[src/design/rv32m_multiply_divide_unit_defines.svh]
// ----------------------------------------------------------------------------
// rv32m_multiply_divide_unit_defines.svh
// Assertion macros shared by the multiply/divide unit.
// ----------------------------------------------------------------------------
`ifndef RV32M_MULTIPLY_DIVIDE_UNIT_DEFINES_SVH
`define RV32M_MULTIPLY_DIVIDE_UNIT_DEFINES_SVH
`ifndef ASSERT_OFF
`define MDU_ASSERT(lbl, clk, rst_n, prop) \
    lbl: assert property (@(posedge clk) disable iff (!rst_n) prop) \
        else $error("assertion failed");
`define MDU_ASSERT_ALWAYS(lbl, clk, prop) \
    lbl: assert property (@(posedge clk) prop) else $error("assertion failed");
`else
`define MDU_ASSERT(lbl, clk, rst_n, prop)
`define MDU_ASSERT_ALWAYS(lbl, clk, prop)
`endif
`endif

[src/design/mdu_pkg.sv]
// ----------------------------------------------------------------------------
// mdu_pkg
// Types and constants of the RV32M multiply/divide unit.
// ----------------------------------------------------------------------------
`default_nettype none
package mdu_pkg;
    localparam int XLEN     = 32;
    localparam int DIVSTEPS = XLEN;
    // Stage 0 is the operand stage, then one stage per quotient bit, then
    // the stage that fixes signs and special cases.
    localparam int NSTG     = DIVSTEPS + 2;
    localparam int HALF     = XLEN / 2;

    typedef enum logic [2:0] {
        OP_MUL    = 3'd0,
        OP_MULH   = 3'd1,
        OP_MULHSU = 3'd2,
        OP_MULHU  = 3'd3,
        OP_DIV    = 3'd4,
        OP_DIVU   = 3'd5,
        OP_REM    = 3'd6,
        OP_REMU   = 3'd7
    } t_action;

    typedef struct packed {
        logic is_mul;
        logic hi;
        logic rem_sel;
        logic neg_q;   // negate product or quotient
        logic neg_r;
        logic div0;
    } t_ctl;

    typedef struct packed {
        t_ctl            ctl;
        logic [XLEN-1:0] a_mag;
        logic [XLEN-1:0] b_mag;
    } t_item;
endpackage
`default_nettype wire

[src/design/mdu_queue.sv]
// ----------------------------------------------------------------------------
// mdu_queue
// Two-entry queue between the decode front and the execution pipeline.
// ----------------------------------------------------------------------------
`default_nettype none
module mdu_queue (
    input  wire logic    i_clk,
    input  wire logic    i_rst_n,
    input  wire logic    i_push,
    input  wire mdu_pkg::t_item i_item,
    input  wire logic    i_pop,
    output logic         o_full,
    output logic         o_nonempty,
    output mdu_pkg::t_item o_item
);
    import mdu_pkg::*;

    t_item      r_mem [2];
    logic       r_wp, r_rp;
    logic [1:0] r_cnt;

    always_ff @(posedge i_clk) begin
        if (!i_rst_n) begin
            r_wp  <= 1'b0;
            r_rp  <= 1'b0;
            r_cnt <= '0;
        end else begin
            if (i_push) r_wp <= ~r_wp;
            if (i_pop)  r_rp <= ~r_rp;
            r_cnt <= r_cnt + {1'b0, i_push} - {1'b0, i_pop};
        end
    end

    always_ff @(posedge i_clk) begin
        if (i_push) r_mem[r_wp] <= i_item;
    end

    assign o_full     = (r_cnt == 2'd2);
    assign o_nonempty = (r_cnt != 2'd0);
    assign o_item     = r_mem[r_rp];
endmodule
`default_nettype wire

[config.mk]
export PLATFORM = sky130hd
export DESIGN_NAME = mdu_queue
export DESIGN_NICKNAME = d
export VERILOG_FILES = /design/src/design/rv32m_multiply_divide_unit_defines.svh /design/src/design/mdu_pkg.sv /design/src/design/mdu_queue.sv
export SDC_FILE = /design/constraint.sdc
export NUM_CORES = 1
export LEC_CHECK = 0
export BUFFER_PORTS_ARGS = -buffer_cell sky130_fd_sc_hd__buf_2
export CAP_MARGIN = 20
export CORE_MARGIN = 3
export CORE_UTILIZATION = 45
export DETAILED_ROUTE_END_ITERATION = 8
export PLACE_DENSITY = 0.72
export SLEW_MARGIN = 0
export SYNTH_ARGS = -nofsm -noshare
export SYNTH_HDL_FRONTEND = slang
export SYNTH_SLANG_ARGS = --single-unit
[constraint.sdc]
create_clock -name i_clk -period 3.6 [get_ports i_clk]
set_input_delay 0.18 -clock i_clk [delete_from_list [all_inputs] [get_ports i_clk]]
set_output_delay 0.18 -clock i_clk [all_outputs]
set_load 0.02 [all_outputs]
# Yosys cells after proc, flatten, opt, wreduce, memory -nomap -nowiden
# Memories as Yosys holds them, arrays and structs flattened. A register that Yosys moved wholly into a read port is not among the register bits.
# Cells that the tools add are included.
# W data, S select, Z words.
# op_classes
bitwise_logic	2
eq_ne	1
mux	4
n_reduce_logical	1
n_addsub	2
# op_table
cell	count
$mux W1	4
$add A2 B1 Y2	1
$eq A2 B2 Y1 const B	1
$not A1 Y1	2
$reduce_bool A2 Y1	1
$sub A2 B1 Y2	1
# totals
input_bits	74
elab_cells	14
memories	1
mem_bits_rw	140
output_inout_bits	72
reg_bits	4
# mem_list
name	depth	word_bits	rd	rd_clocked_by_memory_dff	write_ports	line	rtl
r_mem	2	70	1	1	1	mdu_queue.sv:18	t_item r_mem [2];

# Logic depth before layout (Yosys ltp)
# Gate-level depths: netlist of the first run.
# depth
depth_word	3
mapped_depth	6
ltp_nobuf	6

# Least setup slack after synthesis of the first run
# OpenSTA, ideal clock, no wires.
# synth_path
path_kind	register to register
from	register r_wp
to	memory r_mem[0][0] (netlist name), enable pin
setup_ns	0.508
required_time_ns	3.092
path_stages_with_launch	2
arrival_time_ns	3.435
synth_period_minus_slack_ns	3.943
n_path_buf	0
setup_slack_ns	-0.343
path_cell_list	dfxtp_1 nor2b_1
# synth_rtl
item	line	rtl
from (decl)	mdu_queue.sv:19	logic r_wp, r_rp;
from (signal assigned)	mdu_queue.sv:28	if (i_push) r_wp <= ~r_wp;
to (decl)	mdu_queue.sv:18	
# Straight into the memory's write port.

==> results of run 1 <==
-- Yosys cell counts --
library cell / count / area [sq um]
and2_1: 4 / 25.0
xnor3_1: 1 / 22.5
inv_1: 2 / 7.51
nor2b_1: 4 / 25.0
or2_2: 1 / 6.26
ha_1: 2 / 25.0
o21a_1: 1 / 7.51
dfxtp_1: 5 / 100
mux2_4: 70 / 1050
edfxtp_1: 140 / 4200
xor2_1: 1 / 8.76
buf_6: 1 / 11.3
buf_12: 7 / 140
-- critical path, delay by kind of cell (launching register included) --
kind	cells	cell delay [ps]
buf+inv	2	510
flops	1	760
mux	1	340
-- area by class of cell --
class | count | area share, %
well taps | 168 | 2.70
clock inverters | 12 | 2.42
repair buffers | 218 | 18.8
clock buffers | 20 | 5.60
inverters | 2 | 0.0963
flip-flops and latches | 145 | 55.3
multi-input cells | 84 | 15.2
-- stage by stage --
step | utilization, % | power, mW | instances | hold slack [ps]
2_1_floorplan | - | 2.40 | 239 | 279
3_5_place_dp | 53.4 | 2.54 | 547 | 371
4_1_cts | 64.3 | 4.45 | 649 | 5.36
6_report | 64.3 | 4.40 | 649 | 22.5
3_3_place_gp | 53.4 | 2.52 | 547 | 367
5_1_grt | 64.3 | 4.57 | 649 | 33.4
-- worst max-delay path by stage --
stage	start	to	slack [ps]	cells past startpoint
floorplan	r_wp$_SDFFE_PN0P_	r_mem[0][0]$_DFFE_PP_	1010	1
global placement	flip-flop	o_item[52]	1760	3
detailed placement	flip-flop	o_item[37]	1760	3
CTS	flip-flop	o_item[37]	1300	3
global route	flip-flop	o_item[52]	1250	3
finish	flip-flop	o_item[3]	1350	3
-- registers in the layout (all words and copies together) (netlist names), named ones only --
signal,count
r_rp,1
r_cnt,2
r_wp,1
r_mem,140
-- cell families (layout without fill, tap and decap cells) --
group,Yosys count,in the layout
buffers and inverters,10,252
AO/OA/AOI/OAI,1,1
AND/OR/NAND/NOR,9,9
multiplexers,70,70
adder cells (fa/ha/maj),2,2
flip-flops,145,145
XOR/XNOR,2,2
-- placed cells by master (no fill, tap or decap), drive strengths merged --
cell	synthesis	routed
clkbuf	0	20
mux2	70	70
xor2	1	1
clkinv	0	7
or2	1	1
nor2b	4	4
and2	4	4
bufinv	0	5
dfxtp	5	5
edfxtp	140	140
dlygate4sd3	0	70
buf	8	148
o21a	1	1
inv	2	2
ha	2	2
xnor3	1	1
-- repair_timing --
item	4_1_cts	5_1_grt
buffers inserted	0	0
hold buffers	70	0
hold endpoints to repair	140	0
-- power by group through the flow --
stage                     Clock (mW)  Sequential [mW]  Combinational (mW)
after global routing            1.97             2.01               0.598
after floorplan                    0             2.01               0.390
after global placement             0             2.03               0.496
after detailed placement           0             2.03               0.504
final                           1.84             2.00               0.560
after CTS                       1.88             2.00               0.565
-- per-layer routing --
| metal | vias up | wire length [um] | global-route usage, % |
|---|---|---|---|
| met5 | - | 11 | 0 |
| met4 | 2 | 208 | 7.25 |
| met3 | 20 | 716 | 6.30 |
| met2 | 113 | 5240 | 25.9 |
| met1 | 1428 | 4040 | 17.4 |
| li1 | 1399 | - | - |
==> out/qor.yml, run 1 <==
floorplanning:
  initial_core_util_pct: 46.5
  core-area_sq_um: 12100
  die-height_um: 118
  die_w_um: 118
  ioPinCount: 146
  rows: 40
  dieArea_sq_um: 13900
critical_path:
  slowest_stage: "dfxtp_4"
  worstReg2RegEnd: "r_mem[1][21]$_DFFE_PP_"
  rrSetupSlack_ps: 1990
  worstReg2RegStart: "r_wp$_SDFFE_PN0P_"
  ff2ff_path_depth: 1
  required_ps: 3420
  slowest_delay_ps: 760
  end_kind: "output port"
  crit_type: "flip-flop to output port"
  timing.critical_path.cells: "buf_12 > mux2_4 > buf_2"
  path_max_fanout: 38
  cp-start-kind: "flip-flop"
  crit_arrival_ps: 2070
timing:
  max_slew_margin_pct: 36.4
  finalCriticalPeriod_ps: 2250
  setup_ws_ps: 1350
  fin_skew_ps: 10.4
  fin_tns_setup_ps: 0
  fin_crit_sh_pct: 62.6
  fmax_ghz: 0.444
  tightest_slew_ps: 954
  finalHoldViolations: 0
  rsz0062_at_grt: "false"
  drv_slew: 0
  finalSetupViolCount: 0
global_routing:
  grt_max_degree: 71
  grt_overflow: 0
  grt_pass1_wl_um: 16400
  antenna_found_initial: 1
  globalRouteTotalUtil_pct: 15.5
  grt_pass1_vias: 3262
layout:
  regArea_sq_um: 4310
  fin_area_sq_um: 7790
  fill_cells: 860
  syn2layout_area_growth_pct: 38.3
  antenna_cells: 0
  nets: 544
  drive_gt1_share_pct: 51.6
  multiInputGateArea_sq_um: 1180
worst_hold_path:
  hold_path_depth: 2
  hold_class: "input port to flip-flop"
  hp-start: "i_rst_n"
  whs_endpoint: "r_wp$_SDFFE_PN0P_"
logic_synthesis:
  synth_nets: 315
  synth_top_family_by_area: "multiplexers"
  avgSynthCellArea_sq_um: 23.6
  synthSimpleGateAreaFrac_pct: 0.999
  ys_seq_area_share_pct: 76.4
  synth_cells: 239
  synth_xor_area_share_pct: 0.555
  ys_seq_elements: 145
  netlist_area_sq_um: 5630
  ys_warn_count: 0
  synth_cell_types: 13
  synthMuxAreaShare_pct: 18.7
  synth-compound-area-share_pct: 0.133
  yosys.area_share.adder_pct: 0.444
placed_design:
  place_area_sq_um: 6470
  place_ws_ps: 1760
  numPortBuffers: 145
  dp_hpwl_um: 6040
  gp_congestion: 0.669
detailed_routing:
  drt_iter0_drc: 102
  viasPerCell: 4.56
  wire_per_inst_um: 15.7
  ant_nets: 0
  vias: 2962
  route.detailed.drc: 0
  routed_wirelength_um: 10200
  first_pass_iters: 4
cts:
  cts_made_buffers: 17
  clk_pin_slew_worst_paths_ps: 60
  cts_max_level: 4
  clock_latency_ps: 410
  cts_resized: 0
  clockBufferDepth: 2
  cts.sinks: 145
  cts_root_buffer: "clkbuf_16"
  tritoncts: "done"
pwr:
  p_clk_share_pct: 41.9
  p_leak_nw: 3.14
  power_density_nw_per_um2: 565
  power.internal_mw: 3.46
  p_sw_share_pct: 21.3
  irDropWorstVdd_mv: 0.365
  switchingPower_mw: 0.938
  pwr-share-seq_pct: 45.4
  p_comb_share_pct: 12.7
flow_run:
  cap_violations: 0
outcome:
  outcome: "completed"
No activity file was read; power rests on OpenSTA's default activity.
==> inputs of run 2 (changes only) <==
Settings changed: PLACE_DENSITY 0.72 to 0.7.
Clock period 3.6 ns to 2.08 ns, I/O delays scaled along.
==> run 2 against run 1 <==
Register-to-register slack worse by 1300 ps. Global-route usage shrank 0.27 points. Sequential cell count unchanged. Critical path depth is the same. Sequential share of layout area down 0.55 points. Sequential power grew 71%. Non-clock buffer count increased by 4. Combinational power grew 82%. Count of clock-buffer cells in the layout is 2 lower. Clock skew down 5.3 ps. Critical path type unchanged. Largest power group unchanged.
==> out/qor.yml, run 2 (synthesized netlist as in run 1, its figures left out) <==
outcome:
  outcome: "completed"
cts:
  tritoncts: "done"
  clk_pin_slew_worst_paths_ps: 50
  cts.sinks: 145
  cts_root_buffer: "clkbuf_16"
  cts_resized: 0
  cts_made_buffers: 17
  clock_latency_ps: 410
  clockBufferDepth: 2
  cts_max_level: 4
timing:
  fin_tns_setup_ps: 0
  fin_skew_ps: 5.17
  fmax_ghz: 0.536
  finalHoldViolations: 0
  finalSetupViolCount: 0
  drv_slew: 0
  rsz0062_at_grt: "false"
  tightest_slew_ps: 553
  finalCriticalPeriod_ps: 1870
  fin_crit_sh_pct: 89.8
  holdWs_ps: 49.2
  max_slew_margin_pct: 63.2
layout:
  antenna_cells: 0
  drive_gt1_share_pct: 51.8
  largest_reg_flops: 140
  biggestRegsByFlops: "r_mem: 140 flops, r_cnt: 2 flops"
  fin_area_sq_um: 7870
  mostFrequentLayoutCells: "145 x buf_2, 140 x edfxtp_1, 71 x dlygate4sd3_1, 70 x mux2_4, 17 x clkbuf_16"
  final_common_cell: "buf_2"
  nets: 548
  syn2layout_area_growth_pct: 39.7
  regMostFlops: "r_mem"
detailed_routing:
  route.detailed.drc: 0
  drt_iter0_drc: 191
  routed_wirelength_um: 10100
  ant_nets: 0
  first_pass_iters: 4
  wire_per_inst_um: 15.5
  vias: 2913
  viasPerCell: 4.46
floorplanning:
  core-area_sq_um: 12100
  die_w_um: 118
  ioPinCount: 146
  initial_core_util_pct: 46.5
  die-height_um: 118
  dieArea_sq_um: 13900
  rows: 40
worst_hold_path:
  hold_class: "input port to flip-flop"
critical_path:
  path_max_fanout: 70
  crit_type: "flip-flop to output port"
  required_ps: 1980
  rrSetupSlack_ps: 670
  cp-start-kind: "flip-flop"
  crit_arrival_ps: 1760
  end_kind: "output port"
global_routing:
  globalRouteTotalUtil_pct: 15.2
  grt_max_degree: 71
  grt_overflow: 0
  grt_pass1_vias: 3209
  grt_pass1_wl_um: 16300
  antenna_found_initial: 0
pwr:
  p_leak_nw: 3.18
  irDropWorstVdd_mv: 0.625
  power_density_nw_per_um2: 984
placed_design:
  dp_hpwl_um: 6010
  numPortBuffers: 145
  gp_congestion: 0.681
  place_area_sq_um: 6520
flow_run:
  cap_violations: 0
## run 2: layer usage
layer | wire, um | vias up | part of all wire (%) | track usage (%)
met5 | 0 | - | 0 | 0
met4 | 133 | 0 | 1.3 | 6.59
met3 | 605 | 13 | 6.0 | 5.00
met2 | 5220 | 99 | 52 | 26.0
met1 | 4140 | 1398 | 41 | 17.6
li1 | - | 1403 | - | -
## run 2: final timing paths
kind                                   startpoint                      to  depth (start not counted)
worst max-delay path                    flip-flop              o_item[34]                          3
worst min-delay path                        i_pop               flip-flop                          3
worst min register to register  r_rp$_SDFFE_PN0P_               flip-flop                          2
worst max register to register  r_wp$_SDFFE_PN0P_  r_mem[1][15]$_DFFE_PP_                          2
## run 2: critical path: stages, from the launching register on
cell	delay, ps
dfxtp_4	350
buf_12	420
mux2_4	350
buf_2	160
## run 2: cell type report
cell class,count,area [sq um]
sequential,145,4310
fill,827,4240
timing repair buffer,222,1520
multi-input combinational,84,1180
clock buffer,18,429
clock inverter,14,218
tap,168,210
inverter,2,7.51
## run 2: metrics by stage
| step | utilization, % | cells | power, mW | worst slack [ps] |
|---|---|---|---|---|
| final | 65.0 | 653 | 7.74 | 213 |
| after global routing | 65.0 | 653 | 8.02 | 150 |
| after CTS | 65.0 | 653 | 7.82 | 189 |
| after detailed placement | 53.8 | 550 | 4.41 | 636 |
| after global placement | 53.8 | 550 | 4.39 | 649 |
| after floorplan | - | 239 | 4.15 | 280 |
## run 2: power breakdown
group | total, mW | internal [mW] | switching (mW)
combinational | 1.02 | 0.516 | 0.502
clock | 3.30 | 2.22 | 1.08
sequential | 3.42 | 3.38 | 0.0454
total | 7.74 | 6.12 | 1.63
## run 2: timing repair
| action | in CTS | in global routing |
|---|---|---|
| hold endpoints to repair | 145 | 0 |
| buffers inserted | 0 | 0 |
| hold buffers | 71 | 0 |
