## src/design/rv32m_multiply_divide_unit_defines.svh

```systemverilog
// ----------------------------------------------------------------------------
// rv32m_multiply_divide_unit_defines.svh
// Assertion macros shared by the multiply/divide unit.
// ----------------------------------------------------------------------------
`ifndef RV32M_MULTIPLY_DIVIDE_UNIT_DEFINES_SVH
`define RV32M_MULTIPLY_DIVIDE_UNIT_DEFINES_SVH
`ifndef ASSERT_OFF
`define MDU_ASSERT(lbl, clk, rst_n, prop) \
    lbl: assert property (@(posedge clk) disable iff (!rst_n) prop) \
        else $error("assertion failed");
`define MDU_ASSERT_ALWAYS(lbl, clk, prop) \
    lbl: assert property (@(posedge clk) prop) else $error("assertion failed");
`else
`define MDU_ASSERT(lbl, clk, rst_n, prop)
`define MDU_ASSERT_ALWAYS(lbl, clk, prop)
`endif
`endif

```

## src/design/mdu_pkg.sv

```systemverilog
// ----------------------------------------------------------------------------
// mdu_pkg
// Types and constants of the RV32M multiply/divide unit.
// ----------------------------------------------------------------------------
`default_nettype none
package mdu_pkg;
    localparam int XLEN     = 32;
    localparam int DIVSTEPS = XLEN;
    // Stage 0 is the operand stage, then one stage per quotient bit, then
    // the stage that fixes signs and special cases.
    localparam int NSTG     = DIVSTEPS + 2;
    localparam int HALF     = XLEN / 2;

    typedef enum logic [2:0] {
        OP_MUL    = 3'd0,
        OP_MULH   = 3'd1,
        OP_MULHSU = 3'd2,
        OP_MULHU  = 3'd3,
        OP_DIV    = 3'd4,
        OP_DIVU   = 3'd5,
        OP_REM    = 3'd6,
        OP_REMU   = 3'd7
    } t_action;

    typedef struct packed {
        logic is_mul;
        logic hi;
        logic rem_sel;
        logic neg_q;   // negate product or quotient
        logic neg_r;
        logic div0;
    } t_ctl;

    typedef struct packed {
        t_ctl            ctl;
        logic [XLEN-1:0] a_mag;
        logic [XLEN-1:0] b_mag;
    } t_item;
endpackage
`default_nettype wire

```

## src/design/mdu_front.sv

```systemverilog
// ----------------------------------------------------------------------------
// mdu_front
// Decodes the operation and turns signed operands into magnitudes.
// ----------------------------------------------------------------------------
`default_nettype none
module mdu_front (
    input  wire logic [2:0]              i_action,
    input  wire logic [mdu_pkg::XLEN-1:0] i_operand_a,
    input  wire logic [mdu_pkg::XLEN-1:0] i_operand_b,
    output mdu_pkg::t_item                o_item
);
    import mdu_pkg::*;

    logic sa, sb, a_neg, b_neg;
    t_action op;

    assign op = t_action'(i_action);

    always_comb begin
        sa = 1'b0;
        sb = 1'b0;
        unique case (op)
            OP_MULH, OP_DIV, OP_REM: begin
                sa = 1'b1;
                sb = 1'b1;
            end
            OP_MULHSU: begin
                sa = 1'b1;
            end
            default: begin
            end
        endcase
    end

    assign a_neg = sa & i_operand_a[XLEN-1];
    assign b_neg = sb & i_operand_b[XLEN-1];

    assign o_item.a_mag       = a_neg ? (~i_operand_a + 1'b1) : i_operand_a;
    assign o_item.b_mag       = b_neg ? (~i_operand_b + 1'b1) : i_operand_b;
    assign o_item.ctl.is_mul  = ~i_action[2];
    assign o_item.ctl.hi      = (op != OP_MUL);
    assign o_item.ctl.rem_sel = i_action[1];
    assign o_item.ctl.neg_q   = a_neg ^ b_neg;
    assign o_item.ctl.neg_r   = a_neg;
    assign o_item.ctl.div0    = (i_operand_b == '0);
endmodule
`default_nettype wire

```

## config.mk

```make
export PLATFORM = sky130hd
export DESIGN_NAME = mdu_front
export DESIGN_NICKNAME = d
export VERILOG_FILES = /design/src/design/rv32m_multiply_divide_unit_defines.svh /design/src/design/mdu_pkg.sv /design/src/design/mdu_front.sv
export SDC_FILE = /design/constraint.sdc
export NUM_CORES = 1
export LEC_CHECK = 0
export ABC_AREA = 1
export BUFFER_PORTS_ARGS = -buffer_cell sky130_fd_sc_hd__buf_2
export CAP_MARGIN = 25
export CORE_MARGIN = 2
export CORE_UTILIZATION = 45
export DETAILED_ROUTE_END_ITERATION = 8
export PLACE_DENSITY_LB_ADDON = 0.3
export REMOVE_ABC_BUFFERS = 1
export SETUP_SLACK_MARGIN = 0.5
export SLEW_MARGIN = 15
export SYNTH_ARGS = -nofsm -noshare
export SYNTH_HDL_FRONTEND = slang
export SYNTH_SLANG_ARGS = --single-unit
```

## constraint.sdc

```tcl
create_clock -name vclk -period 1.36
set_input_delay 0.068 -clock vclk [all_inputs]
set_output_delay 0.068 -clock vclk [all_outputs]
set_load 0.1 [all_outputs]
```

==> results of run 1 <==
per-stage QoR:
stage / hold WS, ps / setup TNS (ps) / cells / util, % / cell area (um^2)
after global placement: 508 / -2220 / 657 / 87.8 / 4060
after detailed placement: 509 / -5520 / 657 / 87.8 / 4060
after floorplan: 136 / -73530 / 427 / - / 2040
logic make-up after synthesis:
logic type / Yosys count
AO/OA/AOI/OAI: 12
XOR/XNOR: 35
adder cells (fa/ha/maj): 2
buffers and inverters: 65
AND/OR/NAND/NOR: 322
==> results.md, run 1 <==
- By count the netlist is led by sky130_fd_sc_hd__nand2_1 (156), sky130_fd_sc_hd__nor2_1 (84), sky130_fd_sc_hd__inv_1 (54), sky130_fd_sc_hd__nand3_1 (38), sky130_fd_sc_hd__xor2_1 (20).
- The complex-gate fraction of the synthesized area is 2.82%.
- The post-CTS setup buffer count is 27.
- The combined area of all synthesized cells is 2130 um^2.
- After Yosys synthesis, XOR and XNOR cells account for 15.4% of the synthesized area.
- The sequential share of the synthesized area is 0%.
- The floorplan step set the die height to 72.8 um.
- By area, the combinational part of the netlist is dominated by simple AND/OR/NAND/NOR gates.
- The post-synthesis adder-cell area fraction is 1.17%.
- The port buffer count is 137.
- The first error in the log reads "[ERROR DPL-0038] Utilization greater than 100%, impossible to legalize".
- The minimum setup slack after placement is -241 ps.
- Synthesis handed over a netlist of 436 instances.
- The post-synthesis share of cell area spent on and, or, nand and nor gates is 66.2%.
- The initial core utilization is 46.1%.
- The hold buffer count at CTS is 0.
- The most frequent cell after synthesis is sky130_fd_sc_hd__nand2_1.
- During I/O placement, the number of pins put on the boundary was 137.
- The number of rows created at floorplan is 25.
- The number of library cell types mapped by synthesis is 26.
- The number of gates given a new drive strength after cts is 332.
- The flow halted during 4_1_cts.
- The top cell type by area accounts for 27.5% of the synthesized area.
- The biggest area contributor in the post-synthesis netlist is sky130_fd_sc_hd__nand2_1.
- The number of warning messages in the yosys log is 0.
- After synthesis, the cell types taking the most area are sky130_fd_sc_hd__nand2_1 (27%), sky130_fd_sc_hd__nor2_1 (15%), sky130_fd_sc_hd__inv_1 (9.5%).
- The HPWL after detailed placement is 8.28 mm.
- The multiplexer share of the synthesized area is 0%.
- The run stopped with a tool error.
- At the end of routability-driven placement, the weighted congestion stood at 1.11.
- Each instance of the synthesized netlist takes up on average 4.89 um^2.
- The die width is 72.8 um.
==> run 2, diff against run 1 <==
--- a/config.mk
+++ b/config.mk
@@ -9,11 +9,10 @@
 export BUFFER_PORTS_ARGS = -buffer_cell sky130_fd_sc_hd__buf_2
 export CAP_MARGIN = 25
 export CORE_MARGIN = 2
-export CORE_UTILIZATION = 45
+export CORE_UTILIZATION = 32
 export DETAILED_ROUTE_END_ITERATION = 8
-export PLACE_DENSITY_LB_ADDON = 0.3
+export PLACE_DENSITY_LB_ADDON = 0.15
 export REMOVE_ABC_BUFFERS = 1
-export SETUP_SLACK_MARGIN = 0.5
 export SLEW_MARGIN = 15
 export SYNTH_ARGS = -nofsm -noshare
 export SYNTH_HDL_FRONTEND = slang
==> run 2 against run 1 <==
Synthesized cell count unchanged. The flow now finishes, with violations (setup timing). Area after synthesis unchanged.
==> results.md, run 2 <==
- The top cell type by area accounts for 27.5% of the synthesized area.
- Once layout is complete, the utilization of the core stands at 85.1%.
- In this run the horizontal extent of the chip is 85.6 um.
- The via count of the first global-routing pass is 3431.
- Along the worst path, the maximum fanout reaches 4.
- The tool flagged a number of max-cap violations equal to 0.
- The fmax is 0.637 GHz.
- The hold buffer count at CTS is 0.
- For this run, the post-layout net count is 712.
- Global routing consumed, over all layers together, 23.2% of the routing resources.
- At the end of routability-driven placement, the weighted congestion stood at 0.912.
- In the final routed layout, each cell accounts on average for 17.1 um.
- The first global-routing pass estimated 14.4 mm of wire.
- The full die area is 7330 um^2.
- The slew of the pin with the lowest slew margin is 504 ps.
- The final instance area is 5430 um^2.
- The max-slew violation total from the final report was 0.
- Summed over all layers, the global routing overflow is 0.
- The area added between synthesis and finish is 155%.
- Global routing consumed, on the met2 layer, 45.0% of the routing resources.
- The global routing usage on met3 is 3.75%.
- The top cell type by total area after synthesis is sky130_fd_sc_hd__nand2_1.
- The library cell used most frequently in the layout, excluding fill and tap cells, is sky130_fd_sc_hd__nand2_1.
- The remaining max-slew budget at the tightest pin is 66.6%.
- The total of clock buffers placed in the layout is 0.
- The number of warning messages in the yosys log is 0.
- Registers take 0 um^2.
- The sum of routed wire length over all layers is 12.2 mm.
- Ranked by total cell area, the synthesized netlist is headed by sky130_fd_sc_hd__nand2_1 (27%), sky130_fd_sc_hd__nor2_1 (15%), sky130_fd_sc_hd__inv_1 (9.5%).
- The share of layout cells above drive strength 1 is 60.8%.
- Using the TritonRoute via totals, the vias-per-cell ratio works out to 5.31.
- A synthesized cell averages 4.89 um^2.
- Entering global routing, the biggest net connects 16 pins.
- The sequential share of the synthesized area is 0%.
- For this run, global-route usage on met1 was measured as 26.4%.
- The number of antenna violations at the first check in global routing is 0.
- The number of nets with antenna violations after detailed routing is 0.
- The area of the core region is 6390 um^2.
- The startpoint type of the worst setup path is an input port.
- The post-synthesis cell count is 436.
- In this run the vertical extent of the chip is 85.6 um.
- Detailed routing inserted a total of 3812 vias.
- The number of sequential cells is 0.
- The endpoint class of the critical path is a primary output.
- The final hold violation count is 0.
- Once the floorplan was initialized, standard cells occupied 33.4% of the core.
- The checks that failed: setup timing.
- Dividing total power by cell area gives a power density of 749 nW/um^2.
- The violation count after the first detailed-route iteration is 303.
- The final critical-path share of the clock period is 115%.
- In the layout the commonest cells are sky130_fd_sc_hd__nand2_1 (102), sky130_fd_sc_hd__buf_2 (62), sky130_fd_sc_hd__buf_4 (61).
- The first TritonRoute pass finished after 6 iterations.
- At the worst endpoint, the arrival time is 1500 ps.
- The cell area after placement is 4240 um^2.
- In this run the worst hold path is classified as in2out.
- In this run the most used layer during global routing was met2.
- After detailed routing, the number of remaining DRC violations is 0.
- The most frequent cell after synthesis is sky130_fd_sc_hd__nand2_1.
- The static leakage power is 2.58 nW.
- The final worst slack is -209 ps.
- The worst endpoint required time is 1290 ps.
- The minimum period implied by the final worst setup slack is 1570 ps.
- The combined area of all synthesized cells is 2130 um^2.
- Setup repair after global routing could not meet its margin everywhere.
- The half-perimeter wire length after detailed placement is 7.32 mm.
- The flow ran to the end, but the final reports show violations.
- The commonest cells after synthesis are sky130_fd_sc_hd__nand2_1 (156), sky130_fd_sc_hd__nor2_1 (84), sky130_fd_sc_hd__inv_1 (54), sky130_fd_sc_hd__nand3_1 (38), sky130_fd_sc_hd__xor2_1 (20).
- In this run the count of I/O pins placed on the die edge is 137.
- The antenna diode count is 0.
- Setup violations remaining at the end of the flow were counted as 31.
- Buffers placed on the I/O ports in this run total 137.
- In this run, distinct cell masters in the synthesized netlist total 26.
- The category of the critical setup timing path is in2out.
- The largest vdd supply drop is 0.702 mV.
- The floorplan has 29 rows.
run 2: cell counts after synthesis:
Identical to the previous run, type by type.
run 2: area by class of cell:
| class | instances | area [um^2] |
|---|---|---|
| Multi-Input combinational cell | 371 | 2630 |
| Timing Repair Buffer | 213 | 2450 |
| Fill cell | 308 | 955 |
| Tap cell | 77 | 96.3 |
| Timing Repair inverter | 1 | 11.3 |
| Inverter | 56 | 245 |
run 2: power by group:
group / switching (W) / internal [W] / leakage, nW
clock: 0 / 0 / 0
combinational: 0.00264 / 0.00143 / 2.58
sequential: 0 / 0 / 0
total: 0.00264 / 0.00143 / 2.58
run 2: metal layers:
layer,up-vias,share of wire [%]
met4,0,5.3
met3,55,7.9
li1,1742,-
met1,1776,35
met5,-,0
met2,239,52
run 2: cells by family (layout without fill, tap and decap cells):
| group | Yosys count | count (layout) | share of synthesized area [%] |
|---|---|---|---|
| fa+ha+maj | 2 | 2 | 1.17 |
| xor+xnor | 35 | 35 | 15.4 |
| buf+inv | 65 | 270 | 14.4 |
| compound gates | 12 | 12 | 2.82 |
| simple gates | 322 | 322 | 66.2 |
run 2: worst max-delay path, stage by stage:
cell and delay (ps):
sky130_fd_sc_hd__buf_6 100, sky130_fd_sc_hd__inv_6 50, sky130_fd_sc_hd__ha_4 150, sky130_fd_sc_hd__nand2_4 50, sky130_fd_sc_hd__nor2_4 190, sky130_fd_sc_hd__nand2_2 90, sky130_fd_sc_hd__nor2_2 100, sky130_fd_sc_hd__nand2_1 90
sky130_fd_sc_hd__nor3_1 240, sky130_fd_sc_hd__buf_4 180, sky130_fd_sc_hd__buf_12 170
run 2: metrics by stage:
step | total power (W) | hold slack [ps] | setup TNS [ps] | instances | setup WS (ps)
floorplan | 0.00213 | 136 | -73530 | 427 | -2110
global route | 0.00418 | 527 | -3950 | 718 | -280
detailed placement | 0.00359 | 509 | -3860 | 696 | -225
global placement | 0.00356 | 505 | -2250 | 696 | -164
finish | 0.00407 | 514 | -1450 | 718 | -209
CTS | 0.00371 | 509 | -303 | 707 | -68.4
run 2: worst paths after layout:
kind	start	to	slack (ps)	cells past startpoint
min	i_operand_b[19]	o_item[19]	510	3
max	i_operand_b[0]	o_item[64]	-210	11
run 2: repair_timing:
| action | in CTS | in global routing |
|---|---|---|
| endpoints found under the setup margin | 47 | 62 |
| gates resized for setup | 68 | 194 |
| gates cloned | 1 | 2 |
| endpoints found under the hold margin | 0 | 0 |
| pin swaps | 22 | 72 |
| buffers inserted | 10 | 10 |
Note: power is estimated with default switching activity, not from simulation.
==> run 3, diff against run 2 <==
--- a/config.mk
+++ b/config.mk
@@ -6,12 +6,13 @@
 export NUM_CORES = 1
 export LEC_CHECK = 0
 export ABC_AREA = 1
-export BUFFER_PORTS_ARGS = -buffer_cell sky130_fd_sc_hd__buf_2
+export BUFFER_PORTS_ARGS = -buffer_cell sky130_fd_sc_hd__buf_4
 export CAP_MARGIN = 25
 export CORE_MARGIN = 2
 export CORE_UTILIZATION = 32
 export DETAILED_ROUTE_END_ITERATION = 8
 export PLACE_DENSITY_LB_ADDON = 0.15
+export RECOVER_POWER = 25
 export REMOVE_ABC_BUFFERS = 1
 export SLEW_MARGIN = 15
 export SYNTH_ARGS = -nofsm -noshare
==> run 3 against run 2 <==
Largest power group unchanged. First-iteration DRC count down 48%. Core utilization down 6.2 points. Highest routed layer unchanged. Die area unchanged. Critical path depth down 1. Wire length down 15%. Combinational power down 9.3%. Sequential cell count unchanged. Global-route usage down 1.2 points. Worst hold slack worse by 41 ps. The run still ends with setup timing left. Count of clock-buffer cells in the layout unchanged. Total power down 9.4%.
==> results.md, run 3 (synthesized netlist as in run 2, its figures left out) <==
- The flow ran to the end, but the final reports show violations.
- The final reports fail on setup timing.
- The worst-case IR drop observed on VDD is 0.843 mV.
- The via count of the first global-routing pass is 3238.
- The worst path uses 104% of the clock period.
- The family with the most delay on the worst path is simple AND/OR/NAND/NOR gates.
- The detailed-route vias per instance is 5.03.
- Data on the critical path arrives at its endpoint at 1340 ps.
- The logic gate share of total power is 100.0%.
- The power density over the cells is 733 nW/um^2.
- The minimum setup slack after placement is -236 ps.
- Max-cap violations in this run came to 0.
- The die span in y is 85.6 um.
- The startpoint type of the worst setup path is an input port.
- The total congestion overflow after global routing is 0.
- The pin count of the biggest net entering global routing is 19.
- The violation count after the first detailed-route iteration is 159.
- Leaving out fill and tap cells, the most frequent cell in the layout is sky130_fd_sc_hd__buf_4.
- The most numerous cell on the critical path is sky130_fd_sc_hd__nand2_1.
- The most used routing layer in global routing is met2.
- The endpoint class of the critical path is a primary output.
- Global routing used 2.79% of the available met3 tracks.
- The number of detailed-route iterations in the first pass is 6.
- The slew of the pin with the lowest slew margin is 1160 ps.
- The top cell types in the final layout, fill and taps aside, are sky130_fd_sc_hd__buf_4 (130), sky130_fd_sc_hd__nand2_1 (98), sky130_fd_sc_hd__nand2_2 (50).
- The global-route met1 utilization is 25.6%.
- The full die area is 7330 um^2.
- The slowest cell on the critical path is sky130_fd_sc_hd__and2_4.
- The critical-path maximum fanout is 3.
- The layout has 0 clock buffers.
- The relative contribution of the clock network to total power is 0%.
- The total area of sequential cells is 0 um^2.
- The max-slew violation total from the final report is 0.
- The final hold violation count came to 0.
- The category of the critical setup timing path is in2out.
- Headroom to the max-slew limit came out at 23.2%.
- The switching power is 0.00251 W.
- Setup violations remaining at the end of the flow were counted as 13.
- The fmax is 0.708 GHz.
- Global routing used 43.5% of the available met2 tracks.
- Global routing consumed, over all layers together, 22.0% of the routing resources.
- The initial core utilization is 33.4%.
- The area of the core region is 6390 um^2.
- Measured on the finished design, the core utilization comes to 78.8%.
- The critical path's largest stage delay is 200 ps.
- The net count of the finished layout is 711.
- The worst path in the final design needs a cycle of 1410 ps, including I/O delays and setup.
- Routability-driven placement finished with a final weighted congestion of 0.923.
- In the final layout, the share of cells above drive strength 1 is 59.5%.
- The port buffer count is 137.
- The critical path contains buffers and inverters numbering 3 combined.
- The area added between synthesis and finish is 136%.
- The half-perimeter wire length after detailed placement is 6.90 mm.
- The number of nets with antenna violations after detailed routing is 0.
- Setup repair after global routing could not meet its margin everywhere.
- The internal power of the cells totals 0.00117 W.
- Summed over all cells, the static leakage comes to 2.47 nW.
- The initialized floorplan defines 29 standard-cell rows.
- The first-pass GRT wire length is 13.8 mm.
- Dividing the detail-routed wire length by the instance count gives 14.5 um.
- The number of antenna violations at the first check in global routing is 0.
- The routed layout has 3608 vias.
- 137 I/O pins were placed.
- The sum of routed wire length over all layers is 10.4 mm.
- The number of sequential cells is 0.
- The antenna diode count is 0.
- The share of power burned in registers is 0%.
- The class of the tightest hold or removal check is in2out.
- The final worst slack is -51.8 ps.
- Data on the critical path is required at its endpoint by 1290 ps.
- Walking the worst path, the cells encountered are buf_4 -> nor2_1 -> and2_4 -> nand2_1 -> nor2_4 -> nand2_1 -> nand3_1 -> nand2_1 -> inv_1 -> buf_12.
- From left edge to right edge, the die measures 85.6 um.
- For this run, design rule violations remaining after detail routing come to 0.
- Net switching is 68.1% of the power.
## run 3: changes by cell type in the layout (fill, tap and decap cells not counted), sizes merged
cell    before  now
buf        205  207
clkbuf       8    4
inv         56   57
## run 3: final timing paths
kind                  depth (start not counted)  slack, ps           start          to
worst max-delay path                         10        -50  i_operand_b[8]  o_item[27]
worst min-delay path                          2        470     i_action[1]  o_item[67]
## run 3: final cells by class
class / count / area, um^2
Fill cell: 427 / 1350
Inverter: 56 / 248
Multi-Input combinational cell: 371 / 2510
Tap cell: 77 / 96.3
Timing Repair Buffer: 211 / 2160
Timing Repair inverter: 2 / 17.5
## run 3: power by group through the flow
stage                     combinational (W)  clock, W  sequential [W]
after floorplan                     0.00213         0               0
after global placement              0.00295         0               0
after detailed placement            0.00296         0               0
after CTS                           0.00323         0               0
after global routing                0.00381         0               0
final                               0.00369         0               0
## run 3: metal layers
metal	part of all wire [%]	wire length [um]	vias to the layer above
met5	0	0	-
met4	1.3	136	0
met3	6.0	626	16
met2	56	5860	167
met1	36	3780	1677
li1	-	-	1748
## run 3: timing repair
| action | 4_1_cts | 5_1_grt |
|---|---|---|
| resized for setup | 117 | 222 |
| endpoints found under the setup margin | 48 | 63 |
| pin swaps | 21 | 68 |
| hold buffers | 0 | 0 |
| cloned | 0 | 3 |
| setup buffers | 3 | 12 |
| hold endpoints to repair | 0 | 0 |
## run 3: stage by stage
stage               setup TNS [ps]  hold WS (ps)  instances  area, um^2  total power, W
floorplan                   -73530           136        427        2040         0.00213
global placement             -3560           471        699        3630         0.00295
detailed placement           -4370           472        699        3630         0.00296
CTS                           -132           475        702        4090         0.00323
global route                 -2150           476        717        5030         0.00381
finish                        -201           473        717        5030         0.00369
==> run 4, diff against run 3 <==
==> constraint.sdc (replaced) <==
create_clock -name vclk -period 1.7
set_input_delay 0.085 -clock vclk [all_inputs]
set_output_delay 0.085 -clock vclk [all_outputs]
set_load 0.1 [all_outputs]
==> run 4 against run 3 <==
The flow now finishes without violations. Die area is the same. Setup slack improved by 160 ps. Core utilization down 29 points. Via count shrank 16%. Count of clock-buffer cells in the layout is the same. Global-route usage down 3.6 points.
==> results.md, run 4 (synthesized netlist as in run 2, its figures left out) <==
- The remaining design rule violation count is 0.
- Data on the critical path arrives at its endpoint at 1500 ps.
- Counting buffers and inverters, the worst setup path is 11 cells deep.
- The initial core utilization is 33.4%.
- Headroom to the max-slew limit came out at 21.2%.
- The relative contribution of the clock network to total power is 0%.
- The global placer's final weighted congestion is 0.905.
- The final layout net count is 638.
- The number of buffers and inverters on the critical path is 4.
- Adding up every negative setup slack in the final design gives 0 ps.
- The net switching fraction of the power is 78.5%.
- The tool flagged a number of max-cap violations equal to 0.
- Measured on the finished design, the core utilization comes to 50.2%.
- After detailed placement, the total cell area comes to 3190 um^2.
- The leading cell type in the layout, fill and taps excluded is sky130_fd_sc_hd__nand2_1.
- The critical path is of the in2out type.
- The number of detailed-route iterations in the first pass is 6.
- The full die area is 7330 um^2.
- In this run, the number of DRC markers left after iteration 0 of detailed routing was 132.
- The signal on the critical path passes through buf_4 -> inv_1 -> nand2_1 -> nand2_2 -> nand3_4 -> inv_4 -> o21ai_0 -> nand2_1 -> nand2_1 -> nand2_1 -> buf_4.
- The run finished with clean final reports.
- The detailed-route vias per instance is 4.68.
- The first-pass GRT wire length is 11.7 mm.
- Sequential cells account for 0% of the total power.
- The final critical-path share of the clock period is 93.4%.
- In this run the count of I/O pins placed on the die edge is 137.
- The worst hold path was traced through 3 stages.
- The number of antenna violations at the first check in global routing is 0.
- The tightest min-delay check is of the in2out type.
- The slowest cell on the critical path is sky130_fd_sc_hd__inv_4.
- 0 antenna diodes ended up in the layout.
- From left edge to right edge, the die measures 85.6 um.
- The critical path's largest stage delay is 290 ps.
- The smallest clock period supported by the final layout is computed as 1590 ps.
- The worst setup path is launched from an input port.
- In the global route stage, overall resource usage came out at 18.4%.
- Leaving out fill and tap cells, the most frequent cells in the layout are sky130_fd_sc_hd__nand2_1 (154), sky130_fd_sc_hd__buf_4 (115), sky130_fd_sc_hd__nor2_1 (83).
- The worst endpoint required time is 1620 ps.
- Among the stages of the critical path, the cell type that occurs most often is sky130_fd_sc_hd__nand2_1.
- The post-CTS setup buffer count is 0.
- The port buffer count is 137.
- The share of layout cells above drive strength 1 is 28.6%.
- The internal portion of total power is 0.000488 W.
- STA classifies the critical path endpoint as a primary output.
- In the finished layout, the clock tree contains a buffer count of 0.
- Summed over all nets, the switching power comes to 0.00178 W.
- The final worst slack is 112 ps.
- Prior to clock tree synthesis, the placed netlist has a worst setup slack of 38.6 ps.
- In the finished design the tool counted flip-flops and latches totalling 0.
- Wires add up to 7.36 mm.
- The power density over the cells is 707 nW/um^2.
- The sequential cells in the finished layout cover a total of 0 um^2.
- IR analysis of the VDD net gives a maximum drop of 0.480 mV.
- The max-slew violation total from the final report is 0.
- The final hold violation count was 0.
- The initialized floorplan defines 29 standard-cell rows.
- The slew of the pin with the lowest slew margin is 1190 ps.
- Entering global routing, the biggest net connects 30 pins.
- In this run the static leakage power is 1.74 nW.
- The via count of the first global-routing pass is 2667.
- The number of vias in the routed layout is 3017.
- In this run, the combinational gates consume 100.0% of the power.
- The total setup violations reported at the end of the flow is 0.
- Summed over all nets, the half-perimeter wirelength after detailed placement is 6.42 mm.
- In this run the remaining antenna-violating nets after routing total 0.
- Grouping stages by cell kind, the critical path spends the most delay in buffers and inverters.
- The average wire per cell in the routed design is 11.4 um.
- The final instance area is 3210 um^2.
- Setup repair after global routing left no endpoint under its margin.
- The area added between synthesis and finish is 50.5%.
- From bottom edge to top edge, the die measures 85.6 um.
- The total overflow left after global routing is 0.
- The total area inside the core boundary comes to 6390 um^2.
- Static timing analysis puts the maximum clock frequency at 0.630 GHz.
- The critical-path maximum fanout is 29.
-- run 4: cell count changes in the layout (fill, tap and decap cells not counted), moves of 14 or more --
cell                      before  now
sky130_fd_sc_hd__nand2_2      50   10
sky130_fd_sc_hd__buf_6        42    6
sky130_fd_sc_hd__nor2_4       20    3
sky130_fd_sc_hd__nor2_2       27    2
sky130_fd_sc_hd__nand2_4      17    3
sky130_fd_sc_hd__buf_12       28    1
sky130_fd_sc_hd__nand2_1      98  154
sky130_fd_sc_hd__nor2_1       41   83
sky130_fd_sc_hd__buf_4       130  115
-- run 4: layout make-up --
cell class | instances | area (um^2)
fillers | 733 | 3180
multi-input cells | 371 | 1840
repair buffers | 140 | 1050
inverters | 56 | 215
well taps | 77 | 96.3
-- run 4: worst paths after layout --
kind,startpoint,endpoint,slack (ps)
min,i_operand_a[14],o_item[46],530
max,i_action[1],o_item[22],110
-- run 4: metrics by stage --
step                      power [W]  hold WS (ps)  std cells
after detailed placement    0.00227           505        644
after global placement      0.00226           505        644
after CTS                   0.00227           506        644
after floorplan             0.00170           170        427
after global routing        0.00236           546        644
final                       0.00227           529        644
-- run 4: power by group through the flow --
stage	sequential, W	combinational, W	clock (W)
after floorplan	0	0.00170	0
after global placement	0	0.00226	0
after detailed placement	0	0.00227	0
after CTS	0	0.00227	0
after global routing	0	0.00236	0
final	0	0.00227	0
-- run 4: timing repair --
item	in CTS	in global routing
setup endpoints to repair	0	12
hold buffers	0	0
gates resized for setup	0	18
-- run 4: per-layer routing --
metal	track usage, %	up-vias	wire length (um)
li1	-	1591	-
met3	2.41	2	557
met5	0	-	0
met4	1.15	0	35
met1	24.4	1317	3230
met2	33.2	107	3540
